--- config.mk ---
export PLATFORM = sky130hd
export DESIGN_NAME = nmea_rmc_position_extractor_top
export DESIGN_NICKNAME = d
export VERILOG_FILES = /design/src/rtl/nrmc_pkg.sv /design/src/rtl/nrmc_in_reg.sv /design/src/rtl/nrmc_core.sv /design/src/rtl/nmea_rmc_position_extractor_top.sv
export SDC_FILE = /design/constraint.sdc
export NUM_CORES = 1
export LEC_CHECK = 0
export BUFFER_PORTS_ARGS = -buffer_cell sky130_fd_sc_hd__buf_2
export CAP_MARGIN = 20
export CORE_ASPECT_RATIO = 0.75
export CORE_MARGIN = 2
export CORE_UTILIZATION = 41
export DETAILED_ROUTE_END_ITERATION = 8
export PLACE_DENSITY = 0.66
export SYNTH_ARGS = -nofsm -noshare
export SYNTH_HDL_FRONTEND = slang
export SYNTH_SLANG_ARGS = --single-unit
--- constraint.sdc ---
create_clock -name aclk -period 22.8 [get_ports aclk]
set_clock_uncertainty 0.15 [all_clocks]
set_input_delay 2.28 -clock aclk [delete_from_list [all_inputs] [get_ports aclk]]
set_output_delay 2.28 -clock aclk [all_outputs]
set_load 0.01 [all_outputs]
--- src/rtl/nrmc_pkg.sv ---
package nrmc_pkg;

    typedef logic [7:0] char_t;

    localparam char_t CH_START = 8'h24;
    localparam char_t CH_END   = 8'h2A;
    localparam char_t CH_SEP   = 8'h2C;
    localparam char_t CH_A     = 8'h41;

    localparam int unsigned FLD_STATUS  = 2;
    localparam int unsigned FLD_LAT     = 3;
    localparam int unsigned FLD_LAT_DIR = 4;
    localparam int unsigned FLD_LON     = 5;
    localparam int unsigned FLD_LON_DIR = 6;

    localparam int unsigned LEN_W    = 4;
    localparam int unsigned RES_BITS = 169;
    localparam int unsigned RES_W    = 176;

    // first member sits in the top bits, so the list runs from the last field down
    typedef struct packed {
        logic [RES_W-RES_BITS-1:0] pad;
        char_t                     lon_hemisphere;
        logic [LEN_W-1:0]          lon_length;
        char_t                     lon_text_tail;
        logic [63:0]               lon_text_head;
        char_t                     lat_hemisphere;
        logic [LEN_W-1:0]          lat_length;
        char_t                     lat_text_tail;
        logic [63:0]               lat_text_head;
        logic                      fix_valid;
    } result_t;

endpackage

--- src/rtl/nrmc_in_reg.sv ---
module nrmc_in_reg
    import nrmc_pkg::*;
(
    input  logic  aclk,
    input  logic  aresetn,
    input  logic  s_tvalid,
    output logic  s_tready,
    input  char_t s_tdata,
    output logic  in_valid,
    output char_t in_byte,
    input  logic  in_take
);

    logic  valid_reg, valid_next;
    char_t byte_reg, byte_next;

    assign s_tready = !valid_reg || in_take;

    always_comb begin
        valid_next = valid_reg;
        byte_next  = byte_reg;
        if (s_tready) begin
            valid_next = s_tvalid;
            if (s_tvalid) begin
                byte_next = s_tdata;
            end
        end
    end

    always_ff @(posedge aclk) begin
        if (!aresetn) begin
            valid_reg <= 1'b0;
        end else begin
            valid_reg <= valid_next;
        end
        byte_reg <= byte_next;
    end

    assign in_valid = valid_reg;
    assign in_byte  = byte_reg;

endmodule

--- src/rtl/nrmc_core.sv ---
module nrmc_core
    import nrmc_pkg::*;
#(
    parameter int unsigned FIELD_CHARS = 9,
    parameter int unsigned FIELD_SLOTS = 12
) (
    input  logic    aclk,
    input  logic    aresetn,
    input  logic    in_valid,
    input  char_t   in_byte,
    output logic    in_take,
    output logic    m_tvalid,
    input  logic    m_tready,
    output result_t m_result
);

    localparam int unsigned CW     = $clog2(FIELD_CHARS + 1);
    localparam int unsigned FW     = $clog2(FIELD_SLOTS);
    localparam int unsigned HEAD_N = (FIELD_CHARS < 8) ? FIELD_CHARS : 8;
    localparam bit          HAS_TAIL = (FIELD_CHARS > 8);
    localparam int unsigned TAIL_IX  = HAS_TAIL ? 8 : 0;
    localparam logic [FW-1:0] FIELD_LAST = FW'(FIELD_SLOTS - 1);

    logic          cap_reg, cap_next;
    logic [FW-1:0] field_reg, field_next;
    char_t         stat_char_reg, stat_char_next;
    logic [1:0]    stat_len_reg, stat_len_next;
    char_t         wlat_reg [FIELD_CHARS];
    char_t         wlat_next [FIELD_CHARS];
    char_t         wlon_reg [FIELD_CHARS];
    char_t         wlon_next [FIELD_CHARS];
    logic [CW-1:0] wlat_cnt_reg, wlat_cnt_next;
    logic [CW-1:0] wlon_cnt_reg, wlon_cnt_next;
    char_t         wlat_dir_reg, wlat_dir_next;
    char_t         wlon_dir_reg, wlon_dir_next;
    char_t         hlat_reg [FIELD_CHARS];
    char_t         hlat_next [FIELD_CHARS];
    char_t         hlon_reg [FIELD_CHARS];
    char_t         hlon_next [FIELD_CHARS];
    logic [CW-1:0] hlat_cnt_reg, hlat_cnt_next;
    logic [CW-1:0] hlon_cnt_reg, hlon_cnt_next;
    char_t         hlat_dir_reg, hlat_dir_next;
    char_t         hlon_dir_reg, hlon_dir_next;
    logic          mval_reg, mval_next;
    result_t       mres_reg, mres_next;

    logic is_end, emit, fix_ok;

    function automatic logic [63:0] pack_head(input char_t chars [FIELD_CHARS]);
        logic [63:0] head;
        head = '0;
        for (int i = 0; i < HEAD_N; i++) begin
            head[63-8*i -: 8] = chars[i];
        end
        return head;
    endfunction

    // a beat that ends a sentence waits for room at the output, others pass
    assign is_end  = cap_reg && (in_byte == CH_END);
    assign in_take = in_valid && (!is_end || !mval_reg || m_tready);
    assign emit    = in_take && is_end;
    assign fix_ok  = (stat_len_reg == 2'd1) && (stat_char_reg == CH_A);

    always_comb begin
        cap_next       = cap_reg;
        field_next     = field_reg;
        stat_char_next = stat_char_reg;
        stat_len_next  = stat_len_reg;
        wlat_next      = wlat_reg;
        wlon_next      = wlon_reg;
        wlat_cnt_next  = wlat_cnt_reg;
        wlon_cnt_next  = wlon_cnt_reg;
        wlat_dir_next  = wlat_dir_reg;
        wlon_dir_next  = wlon_dir_reg;
        hlat_next      = hlat_reg;
        hlon_next      = hlon_reg;
        hlat_cnt_next  = hlat_cnt_reg;
        hlon_cnt_next  = hlon_cnt_reg;
        hlat_dir_next  = hlat_dir_reg;
        hlon_dir_next  = hlon_dir_reg;

        if (in_take) begin
            if (in_byte == CH_START) begin
                cap_next       = 1'b1;
                field_next     = '0;
                stat_char_next = '0;
                stat_len_next  = '0;
                wlat_cnt_next  = '0;
                wlon_cnt_next  = '0;
                wlat_dir_next  = '0;
                wlon_dir_next  = '0;
                for (int i = 0; i < FIELD_CHARS; i++) begin
                    wlat_next[i] = '0;
                    wlon_next[i] = '0;
                end
            end else if (cap_reg) begin
                if (in_byte == CH_END) begin
                    cap_next = 1'b0;
                    if (fix_ok) begin
                        hlat_next     = wlat_reg;
                        hlon_next     = wlon_reg;
                        hlat_cnt_next = wlat_cnt_reg;
                        hlon_cnt_next = wlon_cnt_reg;
                        hlat_dir_next = wlat_dir_reg;
                        hlon_dir_next = wlon_dir_reg;
                    end
                end else if ((in_byte == CH_SEP) && (field_reg < FIELD_LAST)) begin
                    field_next = field_reg + 1'b1;
                end else if (field_reg == FW'(FLD_STATUS)) begin
                    if (stat_len_reg == 2'd0) begin
                        stat_char_next = in_byte;
                    end
                    if (stat_len_reg < 2'd2) begin
                        stat_len_next = stat_len_reg + 2'd1;
                    end
                end else if (field_reg == FW'(FLD_LAT)) begin
                    if (wlat_cnt_reg < CW'(FIELD_CHARS)) begin
                        for (int i = 0; i < FIELD_CHARS; i++) begin
                            if (wlat_cnt_reg == CW'(i)) begin
                                wlat_next[i] = in_byte;
                            end
                        end
                        wlat_cnt_next = wlat_cnt_reg + 1'b1;
                    end
                end else if (field_reg == FW'(FLD_LAT_DIR)) begin
                    if (wlat_dir_reg == '0) begin
                        wlat_dir_next = in_byte;
                    end
                end else if (field_reg == FW'(FLD_LON)) begin
                    if (wlon_cnt_reg < CW'(FIELD_CHARS)) begin
                        for (int i = 0; i < FIELD_CHARS; i++) begin
                            if (wlon_cnt_reg == CW'(i)) begin
                                wlon_next[i] = in_byte;
                            end
                        end
                        wlon_cnt_next = wlon_cnt_reg + 1'b1;
                    end
                end else if (field_reg == FW'(FLD_LON_DIR)) begin
                    if (wlon_dir_reg == '0) begin
                        wlon_dir_next = in_byte;
                    end
                end
            end
        end
    end

    // result beat is built from the held position after this sentence's update
    always_comb begin
        mval_next = mval_reg && !m_tready;
        mres_next = mres_reg;
        if (emit) begin
            mval_next                = 1'b1;
            mres_next.pad            = '0;
            mres_next.fix_valid      = fix_ok;
            mres_next.lat_text_head  = pack_head(hlat_next);
            mres_next.lat_text_tail  = HAS_TAIL ? hlat_next[TAIL_IX] : '0;
            mres_next.lat_length     = LEN_W'(hlat_cnt_next);
            mres_next.lat_hemisphere = hlat_dir_next;
            mres_next.lon_text_head  = pack_head(hlon_next);
            mres_next.lon_text_tail  = HAS_TAIL ? hlon_next[TAIL_IX] : '0;
            mres_next.lon_length     = LEN_W'(hlon_cnt_next);
            mres_next.lon_hemisphere = hlon_dir_next;
        end
    end

    always_ff @(posedge aclk) begin
        if (!aresetn) begin
            cap_reg       <= 1'b0;
            field_reg     <= '0;
            stat_char_reg <= '0;
            stat_len_reg  <= '0;
            wlat_cnt_reg  <= '0;
            wlon_cnt_reg  <= '0;
            wlat_dir_reg  <= '0;
            wlon_dir_reg  <= '0;
            hlat_cnt_reg  <= '0;
            hlon_cnt_reg  <= '0;
            hlat_dir_reg  <= '0;
            hlon_dir_reg  <= '0;
            mval_reg      <= 1'b0;
            for (int i = 0; i < FIELD_CHARS; i++) begin
                wlat_reg[i] <= '0;
                wlon_reg[i] <= '0;
                hlat_reg[i] <= '0;
                hlon_reg[i] <= '0;
            end
        end else begin
            cap_reg       <= cap_next;
            field_reg     <= field_next;
            stat_char_reg <= stat_char_next;
            stat_len_reg  <= stat_len_next;
            wlat_reg      <= wlat_next;
            wlon_reg      <= wlon_next;
            wlat_cnt_reg  <= wlat_cnt_next;
            wlon_cnt_reg  <= wlon_cnt_next;
            wlat_dir_reg  <= wlat_dir_next;
            wlon_dir_reg  <= wlon_dir_next;
            hlat_reg      <= hlat_next;
            hlon_reg      <= hlon_next;
            hlat_cnt_reg  <= hlat_cnt_next;
            hlon_cnt_reg  <= hlon_cnt_next;
            hlat_dir_reg  <= hlat_dir_next;
            hlon_dir_reg  <= hlon_dir_next;
            mval_reg      <= mval_next;
        end
        mres_reg <= mres_next;
    end

    assign m_tvalid = mval_reg;
    assign m_result = mres_reg;

    a_end_emits: assert property (@(posedge aclk) disable iff (!aresetn)
        emit |=> (mval_reg && !cap_reg))
        else $error("sentence end did not produce a result beat");

    a_start_clears: assert property (@(posedge aclk) disable iff (!aresetn)
        (in_take && (in_byte == CH_START)) |=>
            (cap_reg && (field_reg == '0) && (wlat_cnt_reg == '0) && (wlon_cnt_reg == '0)))
        else $error("start of sentence did not clear the working fields");

    a_no_fix_holds: assert property (@(posedge aclk) disable iff (!aresetn)
        (emit && !fix_ok) |=>
            ($stable(hlat_cnt_reg) && $stable(hlon_cnt_reg) &&
             $stable(hlat_dir_reg) && $stable(hlon_dir_reg)))
        else $error("held position changed on a sentence without a fix");

    a_count_bound: assert property (@(posedge aclk) disable iff (!aresetn)
        (wlat_cnt_reg <= CW'(FIELD_CHARS)) && (wlon_cnt_reg <= CW'(FIELD_CHARS)))
        else $error("text count beyond field length");

    a_idle_no_beat: assert property (@(posedge aclk) disable iff (!aresetn)
        (!mval_reg && !emit) |=> !mval_reg)
        else $error("result beat appeared without a sentence end");

endmodule

--- src/rtl/nmea_rmc_position_extractor_top.sv ---
// channel | dir | ports                     | tdata fields, lowest bit up
// s_      | in  | s_tvalid s_tready s_tdata | rx_byte
// m_      | out | m_tvalid m_tready m_tdata | fix_valid, lat_text_head, lat_text_tail,
//         |     |                           | lat_length, lat_hemisphere, lon_text_head,
//         |     |                           | lon_text_tail, lon_length, lon_hemisphere
//
// one byte per cycle while no '*' beat waits; a beat is registered, decoded and its result
// registered, and that result register drives m_tvalid.
// aresetn (synchronous) clears the sentence state and the held position to zero.
// only a '*' beat waits on a full output register; other bytes keep flowing while a
// result beat is stalled.
module nmea_rmc_position_extractor_top
    import nrmc_pkg::*;
#(
    parameter int unsigned FIELD_CHARS = 9,
    parameter int unsigned FIELD_SLOTS = 12
) (
    input  logic             aclk,
    input  logic             aresetn,
    input  logic             s_tvalid,
    output logic             s_tready,
    input  logic [7:0]       s_tdata,  // [7:0] rx_byte
    output logic             m_tvalid,
    input  logic             m_tready,
    // [0] fix_valid, [64:1] lat_text_head, [72:65] lat_text_tail, [76:73] lat_length,
    // [84:77] lat_hemisphere, [148:85] lon_text_head, [156:149] lon_text_tail,
    // [160:157] lon_length, [168:161] lon_hemisphere, rest zero
    output logic [RES_W-1:0] m_tdata
);

    logic    in_valid;
    char_t   in_byte;
    logic    in_take;
    result_t m_result;

    nrmc_in_reg u_in_reg (
        .aclk     (aclk),
        .aresetn  (aresetn),
        .s_tvalid (s_tvalid),
        .s_tready (s_tready),
        .s_tdata  (s_tdata),
        .in_valid (in_valid),
        .in_byte  (in_byte),
        .in_take  (in_take)
    );

    nrmc_core #(
        .FIELD_CHARS (FIELD_CHARS),
        .FIELD_SLOTS (FIELD_SLOTS)
    ) u_core (
        .aclk     (aclk),
        .aresetn  (aresetn),
        .in_valid (in_valid),
        .in_byte  (in_byte),
        .in_take  (in_take),
        .m_tvalid (m_tvalid),
        .m_tready (m_tready),
        .m_result (m_result)
    );

    assign m_tdata = m_result;

endmodule
==> reports/qor.yml, run 1 <==
logic_synthesis:
  synth_ff_type: "dfxtp_1"
  synth.yosys.warnings: 0
  syn_inst: 1509
  synth-simple-area-share_pct: 12.87
  synth_async_sr_flop_share_pct: 0
  synth_edf_count: 177
  synth_top_family_by_area: "multiplexers"
  synth_compound_area_share_pct: 4.201
  synth_seq_cells: 530
  synth.yosys.seq_area_share_pct: 63.95
  yosysUniqueCellTypes: 52
  synthXorXnorAreaFrac_pct: 0
  syn-cell-area_mm2: 0.01936
  syn_avg_cell_area_um2: 12.83
  synth_mux_area_share_pct: 15.66
  synthAdderAreaFrac_pct: 0.9047
sta:
  worstMarginPinSlew_ns: 1.136
  max_clock_freq_mhz: 174.5
  hold_viol: 0
  slew_headroom_pct: 24.29
  tns_ns: 0
  rsz0062_at_grt: "false"
  worst_hold_slack_ns: 0.3035
  drv_slew: 0
  period_share_pct: 25.13
  min_period_ns: 5.730
  setup_viol: 0
status:
  status: "complete, no violations"
route:
  routed_wl_mm: 43.30
  avgViaCountPerCell: 5.015
  drc: 0
  vias: 11720
  drt_iter0_markers: 768
  wl_per_cell_um: 18.53
  final_antenna_net_count: 0
  drtPass1Iterations: 5
placement:
  place.gp.congestion: 0.8238
  portBuffers: 182
  dp_hpwl_mm: 26.52
critical_path:
  startpoint: "m_tready"
  reg2reg_from: "u_in_reg.in_byte[0]"
  rrSetupSlack_ns: 19.03
  cp_slowest_stage_delay_ns: 0.36
  slowest_stage: "nor2b_1"
  cp_data_arrival_time_ns: 3.30
  crit_buf_inv: 2
  endpoint: "s_tready"
  r2r-end: "u_core.m_result[156]"
  required_ns: 20.37
  cp_cell_sequence: "buf_2 > nor2b_1 > nand2_1 > nor2_1 > nand2_1 > buf_2"
  crit_path_end_kind: "primary output"
  crit_type: "input pin to primary output"
  crit_family: "simple AND/OR/NAND/NOR gates"
  cp_num_cells: 6
  r2r_cells: 5
  crit_path_max_fanout: 4
  startpoint_type: "input pin"
cells_and_area:
  largest_register_ffs: 169
  final_util_pct: 48.46
  antenna_cells: 0
  area_growth_pct: 15.84
  fin_nets: 1693
  layout-drive-gt1-share_pct: 27.30
  num-fill-cells: 4178
cts:
  worstSkewPairLatency_ns: 0.59
  cts.sinks: 530
  root_buffer: "clkbuf_16"
  clk_pin_slew_ns: 0.06
  numCtsBuffers: 51
  htree_levels: 2
  tritoncts: "yes"
  ctsHoldBuffers: 0
  cts_resized: 0
  cts_setup_buffers: 0
  clockBufferDepth: 3
floorplanning:
  rows: 68
  coreArea_mm2: 0.04628
  die_area_mm2: 0.04899
  die_h_um: 192.2
  fp.dieW_um: 254.9
  initial_core_util_pct: 41.83
  num_io_pins: 190
power:
  p_per_area_mw_per_mm2: 81.95
  cellLeakagePower_nw: 9.134
  worst_ir_drop_vdd_uv: 50.93
  p_total_mw: 1.838
global_routing:
  grt_max_degree: 179
  grt_pass1_vias: 11240
  antenna_found_initial: 0
  grt_pass1_wl_mm: 65.59
  globalRouteOverflowTotal: 0
  track_usage_pct: 17.55
run:
  cap_violations: 0
min_path:
  hold_class: "flip-flop to flip-flop"
worst min path at each step:
stage,start,to,slack (ns),cells after the start
after global routing,u_core.wlat_reg[48],u_core.wlat_reg[48],0.32,2
after floorplan,u_core.stat_char_reg[0],u_core.stat_char_reg[0],0.28,2
final,u_core.wlat_reg[0],u_core.wlat_reg[0],0.30,2
after detailed placement,u_core.stat_char_reg[0],u_core.stat_char_reg[0],0.29,2
after CTS,u_core.stat_char_reg[0],u_core.stat_char_reg[0],0.30,2
after global placement,u_core.wlon_reg[43],u_core.wlon_reg[43],0.29,2
layer usage:
metal | vias to the layer above | global-route usage (%) | part of all wire (%)
li1 | 5591 | - | -
met1 | 5810 | 26.45 | 50
met2 | 260 | 25.42 | 42
met3 | 60 | 3.144 | 5.1
met4 | 0 | 5.331 | 2.2
met5 | - | 0 | 0
layout make-up:
cell class                 count  area [um2]  share of cell area [%]
sequential                   530       12380                   55.21
multi-input combinational    880        6560                   29.25
clock buffer                  65        1370                   6.109
timing repair buffer         193        1003                   4.474
tap                          630       788.3                   3.515
clock inverter                28       282.8                   1.261
inverter                      11       41.29                  0.1841
cell families (layout without fill, tap and decap cells):
group / after synthesis / count (layout)
AOI/OAI and AO/OA: 114 / 114
adders and majority gates: 14 / 14
buffers and inverters: 105 / 297
DFF: 530 / 530
muxes: 282 / 282
other: 1 / 7
and+or+nand+nor: 463 / 463
stage by stage:
| step | area [um2] | setup slack (ns) | std cells |
|---|---|---|---|
| final | 22430 | 17.07 | 2337 |
| after global routing | 22430 | 16.91 | 2337 |
| after CTS | 22430 | 17.01 | 2337 |
| after global placement | 20770 | 17.02 | 2244 |
| after floorplan | 19380 | 7.901 | 1515 |
| after detailed placement | 20770 | 17.02 | 2244 |
cell usage after synthesis, types with 10 or more instances:
master      n  area share (%)
nand3_1    15            0.39
a21oi_1    15            0.39
and2_1    170             5.5
dfxtp_1   353              36
mux2i_1   114             5.9
mux2_2    168             9.8
o21ai_0    13            0.34
nor2_1     10            0.19
buf_2      22            0.57
ha_1       14            0.90
nor3_1     10            0.26
nand2_1   199             3.9
clkbuf_1   63             1.2
edfxtp_1  177              27
inv_1      11            0.21
o22ai_1    55             1.8
cell usage in the layout (no fill, tap or decap), drive strengths merged, types with 12 or more instances in the layout:
cell type and count:
dfxtp 353, clkinv 18, a21oi 17, o21ai 13
buf 193, clkbuf 65, mux2 168, nand3 15
inv 12, nand2 199, nor3 17, edfxtp 177
o22ai 55, mux2i 114, nor2 12, ha 14
and2 170
where the power goes:
group          switching [mW]  internal (mW)  total [mW]
Sequential            0.00218          0.971       0.973
Clock                   0.358          0.482       0.840
Combinational          0.0213        0.00360      0.0249
worst min-delay path: stages (launching register included):
cell and delay [ns]:
dfxtp_1 0.31, nand2_1 0.05, mux2i_1 0.05
Power figures use the tool's default switching activity.
==> run 2: changes to the inputs <==
--- a/config.mk
+++ b/config.mk
@@ -5,13 +5,14 @@
 export SDC_FILE = /design/constraint.sdc
 export NUM_CORES = 1
 export LEC_CHECK = 0
+export ABC_AREA = 1
 export BUFFER_PORTS_ARGS = -buffer_cell sky130_fd_sc_hd__buf_2
 export CAP_MARGIN = 20
 export CORE_ASPECT_RATIO = 0.75
 export CORE_MARGIN = 2
 export CORE_UTILIZATION = 41
 export DETAILED_ROUTE_END_ITERATION = 8
-export PLACE_DENSITY = 0.66
+export PLACE_DENSITY = 0.68
 export SYNTH_ARGS = -nofsm -noshare
 export SYNTH_HDL_FRONTEND = slang
 export SYNTH_SLANG_ARGS = --single-unit
==> constraint.sdc (replaced) <==
create_clock -name aclk -period 4.7 [get_ports aclk]
set_clock_uncertainty 0.15 [all_clocks]
set_input_delay 0.47 -clock aclk [delete_from_list [all_inputs] [get_ports aclk]]
set_output_delay 0.47 -clock aclk [all_outputs]
set_load 0.01 [all_outputs]
==> run 2 against run 1 <==
Sequential power grew to 4.9 times the previous value. Wire length is 12% higher. Register-to-register slack worse by 18 ns. Die area is 7.5% higher. Critical path depth is 6 higher. Core utilization is 0.65 points lower.
==> reports/qor.yml, run 2 <==
status:
  status: "complete, no violations"
critical_path:
  crit_path_end_kind: "flip-flop"
  required_ns: 5.06  # -15.31 ns
  crit_type: "flip-flop to flip-flop"
  reg2reg_from: "u_in_reg.in_byte[0]"
  startpoint_type: "flip-flop"
  cp_data_arrival_time_ns: 3.78  # +0.48 ns
  crit_path_max_fanout: 38  # +34
  r2r_cells: 12  # +7
  r2r-end: "u_core.wlat_reg[53]"
  rrSetupSlack_ns: 1.28  # -17.75 ns
  startpoint: "u_in_reg.in_byte[0]"
power:
  cellLeakagePower_nw: 11.54  # +26%
  p_per_area_mw_per_mm2: 379.1  # +360%
  worst_ir_drop_vdd_uv: 283.0  # +460%
floorplanning:
  fp.dieW_um: 264.4  # +3.7%
  die_area_mm2: 0.05269  # +7.5%
  rows: 71  # +4.4%
  coreArea_mm2: 0.05019  # +8.4%
  num_io_pins: 190  # unchanged
  initial_core_util_pct: 41.54  # -0.29 points
  die_h_um: 199.3  # +3.7%
cells_and_area:
  final_cell_mix: "nor2_1, nand2_1, inv_1"
  largest_register_ffs: 169  # unchanged
  layout-drive-gt1-share_pct: 12.80  # -14 points
  final_util_pct: 47.81  # -0.65 points
  mostFrequentLayoutCell: "nor2_1"
  antenna_cells: 0  # unchanged
  fin_nets: 2671  # +58%
  num-fill-cells: 4727  # +13%
  area_growth_pct: 15.09
route:
  drc: 0  # unchanged
  avgViaCountPerCell: 4.762  # -5.0%
  drt_iter0_markers: 1288  # +68%
  wl_per_cell_um: 14.48  # -22%
  wl_met2_mm: 21.00  # +14%
  final_antenna_net_count: 0  # unchanged
  wl_met3_mm: 3.322  # +50%
  routed_wl_mm: 48.42  # +12%
  drtPass1Iterations: 5  # unchanged
  maxUsedRoutingLayer: "met4"
  vias: 15930  # +36%
  wl_met1_mm: 22.92  # +5.3%
logic_synthesis:
  synth_seq_cells: 530  # unchanged
  synth_edf_count: 177  # unchanged
  synth_async_sr_flop_share_pct: 0  # unchanged
  synth_common_cells: "nor2_1, nand2_1, inv_1"
  synth.most_common_cell: "nor2_1"
  synth_ff_type: "dfxtp_1"
  synth.yosys.warnings: 0  # unchanged
  synth.yosys.seq_area_share_pct: 59.39  # -4.6 points
  syn_avg_cell_area_um2: 8.326  # -35%
  yosysUniqueCellTypes: 29  # -44%
  syn-cell-area_mm2: 0.02085  # +7.7%
  synth_top_area_share_pct: 33.90  # -2.6 points
  synth.area.top_cells: "dfxtp_1, edfxtp_1, nor2_1"
  synth_top_cell_by_area: "dfxtp_1"
  syn_inst: 2504  # +66%
sta:
  min_period_ns: 3.424
  tns_ns: 0  # unchanged
  max_clock_freq_mhz: 292.1
  setup_viol: 0  # unchanged
  period_share_pct: 72.85
  slew_headroom_pct: 31.44  # +7.2 points
  worst_slack_ns: 1.276  # -15.79 ns
  hold_viol: 0  # unchanged
  rsz0062_at_grt: "false"
  worstMarginPinSlew_ns: 1.021  # -0.1142 ns
  drv_slew: 0  # unchanged
global_routing:
  track_usage_pct: 18.34  # +0.79 points
  globalRouteOverflowTotal: 0  # unchanged
  grt_max_degree: 169  # -5.6%
  antenna_found_initial: 0  # unchanged
  grt_pass1_vias: 14920  # +33%
  grt_pass1_wl_mm: 77.42  # +18%
cts:
  numCtsBuffers: 51  # unchanged
  cts.sinks: 530  # unchanged
  tritoncts: "yes"
  clk_pin_slew_ns: 0.07  # about the same
  root_buffer: "clkbuf_16"
  cts_resized: 0  # unchanged
  clockBufferDepth: 3  # unchanged
  worstSkewPairLatency_ns: 0.60  # about the same
  htree_levels: 2  # unchanged
min_path:
  worstHoldStart: "m_tready"
  min_path_cells: 4  # +2
  hold_class: "input pin to flip-flop"
  hold-path-endpoint: "u_core.m_tvalid"
placement:
  place.gp.congestion: 0.8266  # +0.34%
  dp_hpwl_mm: 30.56  # +15%
  portBuffers: 182  # unchanged
  post-place-ws_ns: 1.163  # -15.85 ns
run:
  cap_violations: 0  # unchanged
-- run 2: cell count changes after synthesis, moves of 22 or more --
cell	previous run	this run
buf_2	22	44
inv_1	11	386
o22ai_1	55	0
nor2_2	1	23
o21ai_0	13	91
nand2_1	199	422
mux2_2	168	0
and2_1	170	0
nor2_1	10	537
o21ai_1	0	93
nand3_1	15	196
mux2i_1	114	0
-- run 2: layer usage --
layer  global-route usage (%)  vias to the layer above
li1                         -                     7999
met1                    25.89                     7375
met2                    28.38                      464
met3                    3.315                       87
met4                    6.355                        0
met5                        0                        -
-- run 2: kinds of logic (layout without fill, tap and decap cells) --
logic type	count (synthesis)	count (layout)	synth area share [%]
AND/OR/NAND/NOR	1209	1209	23.83
flip-flops	530	530	59.39
buffers and inverters	525	702	10.35
AO/OA/AOI/OAI	225	225	5.581
adder cells (fa/ha/maj)	14	14	0.8402
other	1	7	0.01799
-- run 2: what timing repair did --
item	CTS	global route
endpoints found under the setup margin	0	0
endpoints found under the hold margin	9	0
hold buffers	9	0
setup buffers	0	0
-- run 2: area by class of cell --
type / count / area (um2) / share of cell area, %
clock buffer: 69 / 1445 / 6.023
clock inverter: 26 / 266.5 / 1.111
inverter: 399 / 1506 / 6.278
multi-input combinational: 1455 / 6349 / 26.46
sequential: 530 / 12380 / 51.60
tap: 657 / 822.0 / 3.426
timing repair buffer: 208 / 1225 / 5.105
-- run 2: where the power goes --
group | total (mW) | switching, mW | internal, mW | leakage, nW
Combinational | 0.211 | 0.170 | 0.0413 | 6.21
Clock | 4.17 | 1.78 | 2.39 | 0.841
Sequential | 4.72 | 0.00767 | 4.71 | 4.48
Total | 9.10 | 1.95 | 7.14 | 11.5
-- run 2: worst max path at each step --
stage	cells past startpoint	slack, ns	endpoint
2_1_floorplan	6	0.60	u_core.m_result[0]
3_5_place_dp	10	1.16	u_core.wlon_reg[22]
6_report	12	1.28	u_core.wlat_reg[53]
4_1_cts	10	1.14	u_core.wlon_reg[22]
5_1_grt	12	1.00	u_core.wlat_reg[52]
3_3_place_gp	10	1.10	u_core.wlat_reg[5]
-- run 2: stage by stage --
step,hold WS (ns),power (mW),std cells,cell area (um2)
6_report,0.1953,9.098,3344,24000
5_1_grt,0.2206,9.409,3344,24000
4_1_cts,0.1501,9.186,3341,23930
3_5_place_dp,0.3214,5.017,3237,22130
3_3_place_gp,0.3146,5.013,3236,22110
2_1_floorplan,0.2996,4.951,2510,20880
-- run 2: worst max-delay path, stage by stage (launching register included) --
cell	delay, ns
edfxtp_1	0.43
inv_2	0.57
nand2_1	0.14
nor2_1	0.13
nand2_1	0.08
buf_4	0.27
nand2_2	0.32
nand2_1	0.12
nor2_2	0.49
inv_1	0.11
nor2_2	0.33
nor2_1	0.07
nor2_1	0.11
